File: src/hw/rtl/bfg_pkg.sv
// shared types and constants for the battery fuel gauge and source monitor
`default_nettype none
package bfg_pkg;

  localparam int CFG_IDX_W  = 3;
  localparam int CFG_DATA_W = 16;

  localparam logic [CFG_IDX_W-1:0] REG_PROTECT_ENABLE = 3'd0;
  localparam logic [CFG_IDX_W-1:0] REG_CURRENT_THRESH = 3'd1;
  localparam logic [CFG_IDX_W-1:0] REG_CABLE_MIN      = 3'd2;
  localparam logic [CFG_IDX_W-1:0] REG_NO_BATTERY     = 3'd3;
  localparam logic [CFG_IDX_W-1:0] REG_CAPACITY       = 3'd4;
  localparam logic [CFG_IDX_W-1:0] REG_CUT_PERCENT    = 3'd5;
  localparam logic [CFG_IDX_W-1:0] REG_RESUME_PERCENT = 3'd6;
  localparam logic [CFG_IDX_W-1:0] REG_CUT_MIN        = 3'd7;

  // divider sizing: largest dividend is |i| << 24, largest divisor capacity * 36
  localparam int DIVIDEND_W = 38;
  localparam int DIVISOR_W  = 22;
  localparam int DIV_CNT_W  = 6;

  localparam int LEVEL_W  = 31;
  localparam int PCT_FRAC = 24;
  localparam int EMPTY_MV = 6000;
  localparam int FULL_MV  = 8400;
  localparam int CAP_SCALE   = 36;

  // x / 10 as (x * 52429) >> 19, exact for x below 2^18
  localparam int CUR_RECIP  = 52429;
  localparam int CUR_SHIFT  = 19;
  // x / 3 as (x * 171) >> 9, exact for x below 512
  localparam int SEED_RECIP = 171;
  localparam int SEED_SHIFT = 9;

  typedef enum logic [2:0] {
    SRC_UNKNOWN  = 3'd0,
    SRC_BATTERY  = 3'd1,
    SRC_EXTERNAL = 3'd2,
    SRC_CHARGING = 3'd3,
    SRC_NOBAT    = 3'd4
  } bfg_src_t;

  typedef enum logic [2:0] {
    S_IDLE,
    S_SRC,
    S_STEP,
    S_UPD,
    S_EMIT
  } bfg_state_t;

  typedef struct packed {
    logic        protect_enable;
    logic [9:0]  current_threshold_ma;
    logic [13:0] cable_min_mv;
    logic [13:0] no_battery_mv;
    logic [15:0] capacity_mah;
    logic [6:0]  cut_percent;
    logic [6:0]  resume_percent;
    logic [13:0] cut_min_mv;
  } bfg_cfg_t;

  typedef struct packed {
    logic                  start;
    logic [DIVIDEND_W-1:0] dividend;
    logic [DIVISOR_W-1:0]  divisor;
    logic [DIV_CNT_W-1:0]  count;
  } bfg_div_req_t;

endpackage
`default_nettype wire

File: src/hw/rtl/bfg_config.sv
// configuration register file with reset values
`default_nettype none
module bfg_config (
  input  wire logic                           clk,
  input  wire logic                           rst,
  input  wire logic                           cfg_write,
  input  wire logic [bfg_pkg::CFG_IDX_W-1:0]  cfg_index,
  input  wire logic [bfg_pkg::CFG_DATA_W-1:0] cfg_data,
  output bfg_pkg::bfg_cfg_t                   cfg
);
  import bfg_pkg::*;

  always_ff @(posedge clk) begin
    if (rst) begin
      cfg.protect_enable       <= 1'b1;
      cfg.current_threshold_ma <= 10'd15;
      cfg.cable_min_mv         <= 14'd7900;
      cfg.no_battery_mv        <= 14'd8330;
      cfg.capacity_mah         <= 16'd2000;
      cfg.cut_percent          <= 7'd90;
      cfg.resume_percent       <= 7'd85;
      cfg.cut_min_mv           <= 14'd8200;
    end else if (cfg_write) begin
      unique case (cfg_index)
        REG_PROTECT_ENABLE: cfg.protect_enable       <= cfg_data[0];
        REG_CURRENT_THRESH: cfg.current_threshold_ma <= cfg_data[9:0];
        REG_CABLE_MIN:      cfg.cable_min_mv         <= cfg_data[13:0];
        REG_NO_BATTERY:     cfg.no_battery_mv        <= cfg_data[13:0];
        REG_CAPACITY:       cfg.capacity_mah         <= cfg_data[15:0];
        REG_CUT_PERCENT:    cfg.cut_percent          <= cfg_data[6:0];
        REG_RESUME_PERCENT: cfg.resume_percent       <= cfg_data[6:0];
        REG_CUT_MIN:        cfg.cut_min_mv           <= cfg_data[13:0];
        default: ;
      endcase
    end
  end

endmodule
`default_nettype wire

File: src/hw/rtl/bfg_divider.sv
// restoring divider, one quotient bit per cycle
`default_nettype none
module bfg_divider (
  input  wire logic                           clk,
  input  wire logic                           rst,
  input  bfg_pkg::bfg_div_req_t               req,
  output logic                                busy,
  output logic [bfg_pkg::DIVIDEND_W-1:0]      quotient
);
  import bfg_pkg::*;

  logic [DIVISOR_W-1:0]  rem;
  logic [DIVISOR_W-1:0]  divisor;
  logic [DIVIDEND_W-1:0] dq;
  logic [DIV_CNT_W-1:0]  cnt;
  logic [DIVISOR_W:0]    trial;
  logic [DIVISOR_W:0]    diff;
  logic                  ge;

  // dividend arrives left-aligned, so after count steps dq holds the quotient
  assign trial    = {rem, dq[DIVIDEND_W-1]};
  assign diff     = trial - {1'b0, divisor};
  assign ge       = (trial >= {1'b0, divisor});
  assign busy     = (cnt != '0);
  assign quotient = dq;

  always_ff @(posedge clk) begin
    if (rst) begin
      cnt <= '0;
    end else if (req.start) begin
      cnt <= req.count;
    end else if (busy) begin
      cnt <= cnt - DIV_CNT_W'(1);
    end
  end

  always_ff @(posedge clk) begin
    if (req.start) begin
      rem     <= '0;
      dq      <= req.dividend;
      divisor <= req.divisor;
    end else if (busy) begin
      rem <= ge ? diff[DIVISOR_W-1:0] : trial[DIVISOR_W-1:0];
      dq  <= {dq[DIVIDEND_W-2:0], ge};
    end
  end

endmodule
`default_nettype wire

File: src/hw/rtl/battery_fuel_gauge_source_monitor_top.sv
// good sample, level seeded: source decision, level step in the divider, update, then emit;
// with no level to seed or step, the divider step is skipped; a read error goes straight to emit
// one sample in flight; the next transfer is taken once emit has loaded the output register
// a finished result is held in the output register while the next sample is taken
// synchronous active-high reset: config to defaults, level unseeded, sensor unavailable
`default_nettype none
module battery_fuel_gauge_source_monitor_top #(
  parameter int VOTE_LIMIT   = 10,
  parameter int STABLE_VOTES = 5,
  parameter int ERROR_LIMIT  = 3
) (
  input  wire logic                           clk,
  input  wire logic                           rst,
  input  wire logic                           cfg_write,
  input  wire logic [bfg_pkg::CFG_IDX_W-1:0]  cfg_index,
  input  wire logic [bfg_pkg::CFG_DATA_W-1:0] cfg_data,
  input  wire logic                           in_valid,
  output logic                                in_ready,
  input  wire logic [15:0]                    bus_raw,
  input  wire logic signed [15:0]             current_raw,
  input  wire logic                           read_error,
  output logic                                out_valid,
  input  wire logic                           out_ready,
  output logic [16:0]                         meas_mv,
  output logic signed [14:0]                  meas_ma,
  output logic [2:0]                          power_source,
  output logic [6:0]                          level_percent,
  output logic                                level_known,
  output logic                                cutoff_active,
  output logic                                charger_enable,
  output logic                                sensor_available
);
  import bfg_pkg::*;

  localparam int VW = $clog2(VOTE_LIMIT + 1) + 1;
  localparam int EW = $clog2(ERROR_LIMIT + 1);
  localparam logic signed [VW-1:0] VOTE_MAX = VW'(VOTE_LIMIT);
  localparam logic signed [VW-1:0] VOTE_MIN = -VOTE_MAX;
  localparam logic signed [VW-1:0] VOTE_ONE = VW'(1);
  localparam logic signed [8:0]    STABLE   = 9'(STABLE_VOTES);
  localparam logic [EW-1:0]        ERR_MAX  = EW'(ERROR_LIMIT);
  localparam logic signed [34:0]   FULL_Q   = 35'(100) <<< PCT_FRAC;

  bfg_cfg_t     cfg;
  bfg_div_req_t div_req;
  logic         div_busy;
  logic [DIVIDEND_W-1:0] quo;

  bfg_state_t state, state_next;

  // sample state
  logic [EW-1:0]          error_run;
  logic signed [VW-1:0]   external_votes;
  logic signed [VW-1:0]   nobattery_votes;
  bfg_src_t               source_reg;
  logic [LEVEL_W-1:0]     level_fixed;
  logic                   level_seeded;
  logic                   cutoff_reg;
  logic                   available_reg;
  logic [16:0]            voltage_reg;
  logic signed [14:0]     current_reg;
  logic [6:0]             percent_reg;

  bfg_config u_config (
    .clk       (clk),
    .rst       (rst),
    .cfg_write (cfg_write),
    .cfg_index (cfg_index),
    .cfg_data  (cfg_data),
    .cfg       (cfg)
  );

  bfg_divider u_divider (
    .clk      (clk),
    .rst      (rst),
    .req      (div_req),
    .busy     (div_busy),
    .quotient (quo)
  );

  // ---- input conversion
  logic [18:0]     bus_x5;
  logic [16:0]     v_in;
  logic [16:0]     raw_ext;
  logic [16:0]     raw_mag;
  logic [16:0]     raw_x3;
  logic [EW-1:0]   error_run_inc;

  assign bus_x5  = {1'b0, bus_raw, 2'b00} + {3'b000, bus_raw};
  assign v_in    = bus_x5[18:2];
  assign raw_ext = 17'(current_raw);
  assign raw_mag = current_raw[15] ? (17'd0 - raw_ext) : raw_ext;
  assign raw_x3  = 17'(({1'b0, raw_mag} << 1) + {1'b0, raw_mag});
  assign error_run_inc = (error_run < ERR_MAX) ? error_run + EW'(1) : error_run;

  // |raw| * 3 / 10 by reciprocal, sign put back after
  logic [32:0]        cur_prod;
  logic [13:0]        cur_quot;
  logic signed [14:0] cur_in;
  assign cur_prod = 33'(raw_x3) * 33'(CUR_RECIP);
  assign cur_quot = cur_prod[32:CUR_SHIFT];
  assign cur_in   = current_raw[15] ? (15'd0 - {1'b0, cur_quot}) : {1'b0, cur_quot};

  // ---- source decision
  logic signed [15:0] cur_w;
  logic signed [15:0] thr_w;
  logic               is_charging, is_discharging, cable, nobat;
  logic signed [VW-1:0] ext_next, nob_next;
  logic signed [8:0]  ext_w, nob_w;
  bfg_src_t           src_next;

  assign cur_w = 16'(current_reg);
  assign thr_w = signed'({6'b0, cfg.current_threshold_ma});
  assign is_charging    = (cur_w < -thr_w);
  assign is_discharging = (cur_w > thr_w);
  assign cable = (voltage_reg >= {3'b000, cfg.cable_min_mv});
  assign nobat = cable && (voltage_reg >= {3'b000, cfg.no_battery_mv});

  always_comb begin
    if (cable) begin
      ext_next = (external_votes == VOTE_MAX) ? external_votes : external_votes + VOTE_ONE;
    end else begin
      ext_next = (external_votes == VOTE_MIN) ? external_votes : external_votes - VOTE_ONE;
    end
    if (nobat) begin
      nob_next = (nobattery_votes == VOTE_MAX) ? nobattery_votes : nobattery_votes + VOTE_ONE;
    end else begin
      nob_next = (nobattery_votes == VOTE_MIN) ? nobattery_votes : nobattery_votes - VOTE_ONE;
    end
    ext_w = 9'(ext_next);
    nob_w = 9'(nob_next);
    if (is_charging) begin
      src_next = SRC_CHARGING;
    end else if (is_discharging) begin
      src_next = SRC_BATTERY;
    end else if (ext_w >= STABLE) begin
      src_next = (nob_w >= STABLE) ? SRC_NOBAT : SRC_EXTERNAL;
    end else if (ext_w <= -STABLE) begin
      src_next = SRC_BATTERY;
    end else begin
      src_next = source_reg;
    end
  end

  // ---- level seed and step operands
  logic        seed_go;
  logic [11:0] seed_dv;
  logic [8:0]  seed_q;
  logic [15:0] seed_prod;
  logic [6:0]  seed_pct;
  logic [13:0] cur_abs;
  logic [15:0] cap_eff;
  logic [DIVISOR_W-1:0] step_div;

  assign seed_go = !level_seeded && (src_next != SRC_NOBAT) &&
                   (voltage_reg >= 17'(EMPTY_MV)) && (voltage_reg <= 17'(FULL_MV));
  assign seed_dv   = 12'(voltage_reg - 17'(EMPTY_MV));
  // (v - 6000) * 100 / 2400 is (v - 6000) / 24, taken as / 8 then / 3
  assign seed_q    = seed_dv[11:3];
  assign seed_prod = 16'(seed_q) * 16'(SEED_RECIP);
  assign seed_pct  = seed_prod[15:SEED_SHIFT];
  assign cur_abs  = current_reg[14] ? 14'(-current_reg) : current_reg[13:0];
  assign cap_eff  = (cfg.capacity_mah == '0) ? 16'd1 : cfg.capacity_mah;
  assign step_div = 22'(cap_eff) * DIVISOR_W'(CAP_SCALE);

  // ---- step application with clamp to 0..100 percent
  logic signed [34:0]  lvl_w, step_w, lvl_sum;
  logic [LEVEL_W-1:0]  lvl_clamped;
  logic [LEVEL_W-1:0]  lvl_round;

  always_comb begin
    lvl_w  = signed'({4'b0, level_fixed});
    step_w = signed'({2'b0, quo[32:0]});
    // current below zero means charging, so the level rises
    lvl_sum = current_reg[14] ? (lvl_w + step_w) : (lvl_w - step_w);
    if (lvl_sum > FULL_Q) begin
      lvl_clamped = FULL_Q[LEVEL_W-1:0];
    end else if (lvl_sum < 0) begin
      lvl_clamped = '0;
    end else begin
      lvl_clamped = lvl_sum[LEVEL_W-1:0];
    end
    lvl_round = lvl_clamped + (LEVEL_W'(1) << (PCT_FRAC - 1));
  end

  // ---- sequencer
  assign in_ready = (state == S_IDLE);

  always_ff @(posedge clk) begin
    if (rst) begin
      state <= S_IDLE;
    end else begin
      state <= state_next;
    end
  end

  always_comb begin
    state_next = state;
    div_req    = '0;
    unique case (state)
      S_IDLE: begin
        if (in_valid) begin
          if (read_error) begin
            state_next = S_EMIT;
          end else begin
            state_next = S_SRC;
          end
        end
      end
      S_SRC: begin
        if (seed_go || level_seeded) begin
          div_req.start    = 1'b1;
          div_req.dividend = {cur_abs, 24'b0};
          div_req.divisor  = step_div;
          div_req.count    = DIV_CNT_W'(DIVIDEND_W);
          state_next       = S_STEP;
        end else begin
          state_next = S_UPD;
        end
      end
      S_STEP: begin
        if (!div_busy) state_next = S_UPD;
      end
      S_UPD: begin
        state_next = S_EMIT;
      end
      S_EMIT: begin
        if (!out_valid || out_ready) state_next = S_IDLE;
      end
      default: state_next = S_IDLE;
    endcase
  end

  // ---- sample state updates
  always_ff @(posedge clk) begin
    if (rst) begin
      error_run       <= '0;
      external_votes  <= '0;
      nobattery_votes <= '0;
      source_reg      <= SRC_UNKNOWN;
      level_fixed     <= '0;
      level_seeded    <= 1'b0;
      cutoff_reg      <= 1'b0;
      available_reg   <= 1'b0;
      voltage_reg     <= '0;
      current_reg     <= '0;
      percent_reg     <= '0;
    end else begin
      unique case (state)
        S_IDLE: begin
          if (in_valid) begin
            if (read_error) begin
              error_run <= error_run_inc;
              if (error_run_inc >= ERR_MAX) available_reg <= 1'b0;
            end else begin
              error_run   <= '0;
              voltage_reg <= v_in;
              current_reg <= cur_in;
            end
          end
        end
        S_SRC: begin
          source_reg <= src_next;
          if (is_charging || is_discharging) begin
            external_votes  <= '0;
            nobattery_votes <= '0;
          end else begin
            external_votes  <= ext_next;
            nobattery_votes <= nob_next;
          end
          if (seed_go) begin
            level_fixed  <= {seed_pct, 24'b0};
            level_seeded <= 1'b1;
          end
        end
        S_STEP: begin
          if (!div_busy) begin
            level_fixed <= lvl_clamped;
            percent_reg <= lvl_round[LEVEL_W-1:PCT_FRAC];
          end
        end
        S_UPD: begin
          available_reg <= 1'b1;
          if (!cfg.protect_enable) begin
            cutoff_reg <= 1'b0;
          end else if (level_seeded && source_reg != SRC_NOBAT) begin
            if (!cutoff_reg && source_reg == SRC_CHARGING &&
                level_fixed >= {cfg.cut_percent, 24'b0} &&
                voltage_reg >= {3'b000, cfg.cut_min_mv}) begin
              cutoff_reg <= 1'b1;
            end else if (cutoff_reg && level_fixed <= {cfg.resume_percent, 24'b0}) begin
              cutoff_reg <= 1'b0;
            end
          end
        end
        S_EMIT: ;
        default: ;
      endcase
    end
  end

  // ---- output register
  always_ff @(posedge clk) begin
    if (rst) begin
      out_valid <= 1'b0;
    end else if (state == S_EMIT && (!out_valid || out_ready)) begin
      out_valid <= 1'b1;
    end else if (out_ready) begin
      out_valid <= 1'b0;
    end
  end

  always_ff @(posedge clk) begin
    if (state == S_EMIT && (!out_valid || out_ready)) begin
      meas_mv          <= voltage_reg;
      meas_ma          <= current_reg;
      power_source     <= source_reg;
      level_percent    <= percent_reg;
      level_known      <= level_seeded;
      cutoff_active    <= cutoff_reg;
      charger_enable   <= !cutoff_reg;
      sensor_available <= available_reg;
    end
  end

endmodule
`default_nettype wire
File: config.mk
export PLATFORM = sky130hd
export DESIGN_NAME = battery_fuel_gauge_source_monitor_top
export DESIGN_NICKNAME = d
export VERILOG_FILES = /design/src/hw/rtl/bfg_pkg.sv /design/src/hw/rtl/bfg_config.sv /design/src/hw/rtl/bfg_divider.sv /design/src/hw/rtl/battery_fuel_gauge_source_monitor_top.sv
export SDC_FILE = /design/constraint.sdc
export NUM_CORES = 1
export LEC_CHECK = 0
export ABC_CLOCK_PERIOD_IN_PS = 11700
export BUFFER_PORTS_ARGS = -buffer_cell sky130_fd_sc_hd__buf_2
export CAP_MARGIN = 10
export CORE_MARGIN = 1.5
export CORE_UTILIZATION = 31
export CTS_CLUSTER_SIZE = 30
export DETAILED_ROUTE_END_ITERATION = 16
export PLACE_DENSITY = 0.45
export SETUP_SLACK_MARGIN = 0.3
export SLEW_MARGIN = 25
export SYNTH_ARGS = -nofsm -noshare
export SYNTH_HDL_FRONTEND = slang
export SYNTH_HIERARCHICAL = 1
export SYNTH_SLANG_ARGS = --single-unit
File: constraint.sdc
create_clock -name clk -period 11.7 [get_ports clk]
set_input_delay 0.585 -clock clk [delete_from_list [all_inputs] [get_ports clk]]
set_output_delay 0.585 -clock clk [all_outputs]
set_load 0.005 [all_outputs]
# Word level (Yosys, flattened, before mapping)
# Index checks and enable logic that the tools add are counted.
[word_totals] register_bits=309 input_bits=57 elab_cells=188
[op_classes] n_addsub=17 multipliers=3 n_lt_le_gt_ge=17 n_eq_ne=26 n_mux=48 bitwise_logic=2 reduce_logical=41
[op_table] operator="67-bit 2-to-1 mux" n=2
[op_table] operator="31-bit 2-to-1 mux" n=4
[op_table] operator="38-bit 2-to-1 mux" n=2
[op_table] operator="31-bit case mux with 2 select lines" n=1
[op_table] operator="17-bit by 14-bit >= comparator with 1-bit output" n=3
[op_table] operator="5-bit 2-to-1 mux" n=8
[op_table] operator="35-bit by 32-bit greater-than comparator with 1-bit output (second input constant)" n=1
[op_table] operator="35-bit by 1-bit less-than comparator with 1-bit output (second input constant)" n=1
[op_table] operator="35-bit 2-to-1 mux" n=1
[op_table] operator="31-bit by 33-bit adder with 34-bit output" n=1
[op_table] operator="31-bit by 33-bit subtractor with 34-bit output" n=1
[op_table] operator="17-bit by 16-bit multiplier with 33-bit output (second input constant)" n=1
[op_table] operator="31-bit by 24-bit adder with 31-bit output (second input constant)" n=1
[op_table] operator="31-bit >= comparator" n=1
[op_table] operator="31-bit less-or-equal comparator" n=1
[op_table] operator="3-bit 2-to-1 mux" n=9
[op_table] operator="2-bit AND reduction" n=12
[op_table] operator="23-bit by 22-bit >= comparator with 1-bit output" n=1
[op_table] operator="22-bit 2-to-1 mux" n=1
[op_table] operator="22-bit subtractor" n=1
[op_table] operator="5-bit equality test (second input constant)" n=4
[op_table] operator="16-bit by 4-bit multiplier with 20-bit output (second input constant)" n=1
[op_table] operator="18-bit by 16-bit adder with 19-bit output" n=1
[op_table] operator="17-bit adder" n=1
[op_table] operator="43 further kinds" n=94

# Longest topological paths before layout
[depth] depth_word=16 mapped_depth=42 mapped_depth_nobuf=42

# Hierarchy
# The synthesis kept the hierarchy.
[modules_own_cells] mod="battery_fuel_gauge_source_monitor_top" n_inst=1 cells_per_inst=2603 area_per_inst_um2=21413.0 seq_area_each_um2=3223.1
[modules_own_cells] mod="bfg_divider" n_inst=1 cells_per_inst=452 area_per_inst_um2=5041.1 seq_area_each_um2=2362.3
[modules_own_cells] mod="bfg_config" n_inst=1 cells_per_inst=314 area_per_inst_um2=3358.2 seq_area_each_um2=1661.6

# Least setup slack after synthesis
# No wires, ideal clock.
[synth_timing] path_kind="input-to-reg" startpoint="input current_raw[1]" endpoint="register current_reg[8]" setup_time_ps=122 arrival_time_ps=9062 required_time_ps=11578 path_slack_ps=2516 path_stages=33 cell_sequence="inv_1 -> ha_1 -> or3b_2 -> o41ai_1 -> xor2_1 -> inv_1 -> ha_1 -> a21o_1 -> a31oi_1 -> o31ai_1 -> o221a_2 -> nor2_1 -> xnor2_1 -> ha_1 -> ha_1 -> fa_1 -> fa_1 -> fa_1 -> inv_1 -> fa_1 -> inv_1 -> ha_1 -> a21o_1 -> a21o_1 -> a21oi_1 -> nand2b_1 -> a21boi_1 -> nor4_1 -> o221ai_1 -> or3_1 -> o311ai_1 -> mux2i_1 -> a311o_1"
[synth_via] elab_chain_cells=6
[synth_rtl] element="start: declaration" line_no="battery_fuel_gauge_source_monitor_top.sv:20" text="input wire logic signed [15:0] current_raw,"
[synth_rtl] element="1-bit by 16-bit subtractor with 17-bit output" line_no="battery_fuel_gauge_source_monitor_top.sv:92" text="assign raw_mag = current_raw[15] ? (17'd0 - raw_ext) : raw_ext;"
[synth_rtl] element="17-bit 2-to-1 mux *" line_no="battery_fuel_gauge_source_monitor_top.sv:92"
[synth_rtl] element="17-bit adder *" line_no="battery_fuel_gauge_source_monitor_top.sv:93" text="assign raw_x3 = 17'(({1'b0, raw_mag} << 1) + {1'b0, raw_mag});"
[synth_rtl] element="17-bit by 16-bit multiplier with 33-bit output *" line_no="battery_fuel_gauge_source_monitor_top.sv:100" text="assign cur_prod = 33'(raw_x3) * 33'(CUR_RECIP);"
[synth_rtl] element="1-bit by 14-bit subtractor with 15-bit output" line_no="battery_fuel_gauge_source_monitor_top.sv:102" text="assign cur_in = current_raw[15] ? (15'd0 - {1'b0, cur_quot}) : {1'b0, cur_quot};"
[synth_rtl] element="15-bit 2-to-1 mux *" line_no="battery_fuel_gauge_source_monitor_top.sv:102"
[synth_rtl] element="end signal: assignment" line_no="battery_fuel_gauge_source_monitor_top.sv:258" text="current_reg <= cur_in;"
[synth_rtl] element="end: declaration" line_no="battery_fuel_gauge_source_monitor_top.sv:61" text="logic signed [14:0] current_reg;"
# Every way passes the cells marked *; elsewhere a longest branch is shown, timed or not.
# A chain may end at the register's enable or synchronous reset.

# Worst setup path in the final report
[layout_timing] startpoint="input current_raw[0]" endpoint="register current_reg[8]"
# Same word-level chain as after synthesis.

==> metrics <==
status finished, final reports clean; initial antenna violation count 7; Max FO, Critical Path 10; port bufs 104; vias in the first global route 24150; Layout Cells excl Fill 4719; Die Ht 313.1 um; #FFs+latches synth 309; setup total negative slack 0 ns; Crit Path Category in2reg; adder-cell share of the synthesized area 24.33%; gr usage total 17.78%; crit path capture type register; Longest Clk Path Bufs 3; Slew @ Worst Pin 0.9743 ns; Antenna Cells 0; Syn Std Cell Area 29810 um2; CTS tree done; Worst-Skew Late Latency 0.61 ns; yosys warns 6; DRC 0; max-slew violation count 0; total wire length 87370 um; slew margin rel. 33.37%; crit start category input pin; Crit-path slowest cell or3b_2; floorplan row count 113; final setup fails 0; wire length per cell 18.51 um; Detail Route Antenna Nets 0; family with the most delay on the worst path adder cells; Resized Gates After CTS 0; Synth cell types 120; 1st-iter DRT viols 1326; CTS Buf Count 42; max cap viols 0; Worst Path Buf+Inv 5; min Tclk post-route 9.636 ns; die area 98040 um2; largest net degree at the start of global routing 73; Worst path max stage delay 0.51 ns; Via density 5.059; drt pass-1 iters 7; Root Buffer clkbuf_16; Post-Place Worst Slack 1.402 ns; Core Area 95150 um2; Seq/Total Area, Yosys 24.31%; # clock sinks 309; RSZ-0062 raised after global routing false; Post-synth EDFFs 106; initial core utilization 31.33%; NumNets Final 3994; Clock transition at path regs 0.06 ns; Tcrit/Tclk final 82.36%; num ports 105; placed cells 4642; final hold vios 0; Data arrival, critical path 10.14 ns; ratio of cells with drive above 1 in the final layout 9.728%; layout overhead on the synthesized area 10.61%; Post-CTS Setup Bufs 0; Largest Register u_config/cfg; wire length of the first global-routing pass 137500 um; post-synthesis mux area share 4.738%; Cells after Synth 3369; Congestion Overflow GR 0; Vias 23870; Clock Skew 0.02693 ns; Synth Area in XOR/XNOR 4.642%; Simple-Gate Fraction of Synth Area 16.54%; RePlAce Congestion 0.8687; largest family of logic cells by synthesized area adder cells; max reg flops 83; cts hold-fix bufs 0; Tightest Hold Check Type in2reg; WP data required 12.20 ns; dpl hpwl 68490 um; fmax 0.1038 GHz; Setup WS post-layout 2.064 ns; FFs w/ async S/R, synth 0%; most used cell, CP ha_1; H-tree Lvls 2; die width 313.1 um; WHS 0.2385 ns; Most used DFF post-synth dfxtp_1; Compound-Gate Fraction of Synth Area 17.76%; Syn Area/Cell 8.849 um2
-- final cells by class --
class | instances | area (um2)
flip-flops and latches | 309 | 7248
multi-input cells | 2528 | 20410
repair buffers | 126 | 691.9
well taps | 1265 | 1583
inverters | 414 | 1556
fillers | 9950 | 62180
clock inverters | 18 | 267.8
clock buffers | 59 | 1216
-- through the flow --
stage | cell area (um2) | util, %
2_1_floorplan | 29920 | -
3_3_place_gp | 31490 | 33.10
3_5_place_dp | 31490 | 33.10
4_1_cts | 32980 | 34.66
5_1_grt | 32980 | 34.66
6_report | 32980 | 34.66
-- logic make-up (layout without fill, tap and decap cells) --
| group | Yosys count | count (layout) |
|---|---|---|
| AO/OA/AOI/OAI | 747 | 747 |
| flip-flops | 309 | 309 |
| buffers and inverters | 560 | 617 |
| XOR/XNOR | 158 | 158 |
| other | 1 | 29 |
| multiplexers | 136 | 136 |
| AND/OR/NAND/NOR | 942 | 942 |
| adder cells (fa/ha/maj) | 516 | 516 |
-- Yosys cell counts (36+ instances only) --
master / n / area, um2
fa_1: 106 / 2122
nand3_1: 64 / 320.3
nand2_1: 168 / 630.6
o211ai_1: 41 / 307.8
nor4_1: 37 / 231.5
mux2_2: 41 / 461.7
edfxtp_1: 106 / 3183
xor2_1: 54 / 473.0
inv_1: 412 / 1546
a21o_1: 36 / 270.3
nor2b_1: 39 / 244.0
nor3_1: 80 / 400.4
nor2_1: 254 / 953.4
o21ai_0: 111 / 555.5
buf_2: 36 / 180.2
nand2b_1: 98 / 613.1
a21oi_1: 203 / 1016
a211oi_1: 38 / 285.3
xnor2_1: 104 / 910.9
ha_1: 410 / 5130
dfxtp_1: 203 / 4064
clkbuf_1: 72 / 270.3
mux2i_1: 95 / 950.9
-- cells in the final DEF, fill, tap and decap left out, types with 25 or more instances in the layout --
cell,n
a211oi_1,38
a21o_1,36
a21oi_1,203
buf_2,103
clkbuf_16,43
conb_1,29
dfxtp_1,202
edfxtp_1,106
fa_1,106
ha_1,410
inv_1,411
mux2_2,41
mux2i_1,95
nand2_1,168
nand2b_1,97
nand3_1,64
nand3b_1,25
nand4_1,28
nor2_1,253
nor2b_1,39
nor3_1,79
nor4_1,37
o211ai_1,41
o21a_1,32
o21ai_0,111
o31ai_1,27
or3_1,25
xnor2_1,104
xor2_1,54
-- worst reg2reg max path: stages, from the launching register on --
cell and delay [ns]:
dfxtp_1 0.63, ha_1 0.22, nand4_1 0.18, a2111oi_2 0.42
a2bb2oi_2 0.51, or2_1 0.36, a21oi_1 0.17, or3_1 0.32
a22oi_1 0.34, a211oi_1 0.15, or2_2 0.37, o21a_1 0.24
o21ai_4 0.11, buf_4 0.38, inv_4 0.34, buf_4 0.46
nor2_1 0.63, o21ai_1 0.33, o221ai_1 0.26
-- final timing paths --
| path | from | endpoint | slack [ns] | cells after the start |
|---|---|---|---|---|
| hold reg to reg | percent_reg[4]$_SDFFE_PP0P_ | level_percent[4]$_DFFE_PP_ | 0.44 | 0 |
| setup reg to reg | voltage_reg[10]$_SDFFE_PP0P_ | u_divider/rem[18]$_SDFFE_PP0P_ | 5.18 | 18 |
| hold / removal | cfg_data[14] | u_config/cfg[42]$_SDFFE_PP0P_ | 0.24 | 3 |
| setup / recovery | current_raw[0] | current_reg[8]$_SDFFE_PP0P_ | 2.06 | 39 |
-- layer usage --
metal | part of all wire (%) | up-vias | routed length [um] | GRT usage (%)
met5 | 0.041 | - | 36 | 0
met4 | 2.2 | 6 | 1916 | 4.293
met3 | 3.5 | 105 | 3022 | 2.680
met2 | 48 | 347 | 41690 | 30.85
met1 | 47 | 11380 | 40700 | 23.05
li1 | - | 12030 | - | -
Power is left out: the tool's default activity adds up to more than one toggle a clock period on the data nets, which glitch-free logic cannot reach.
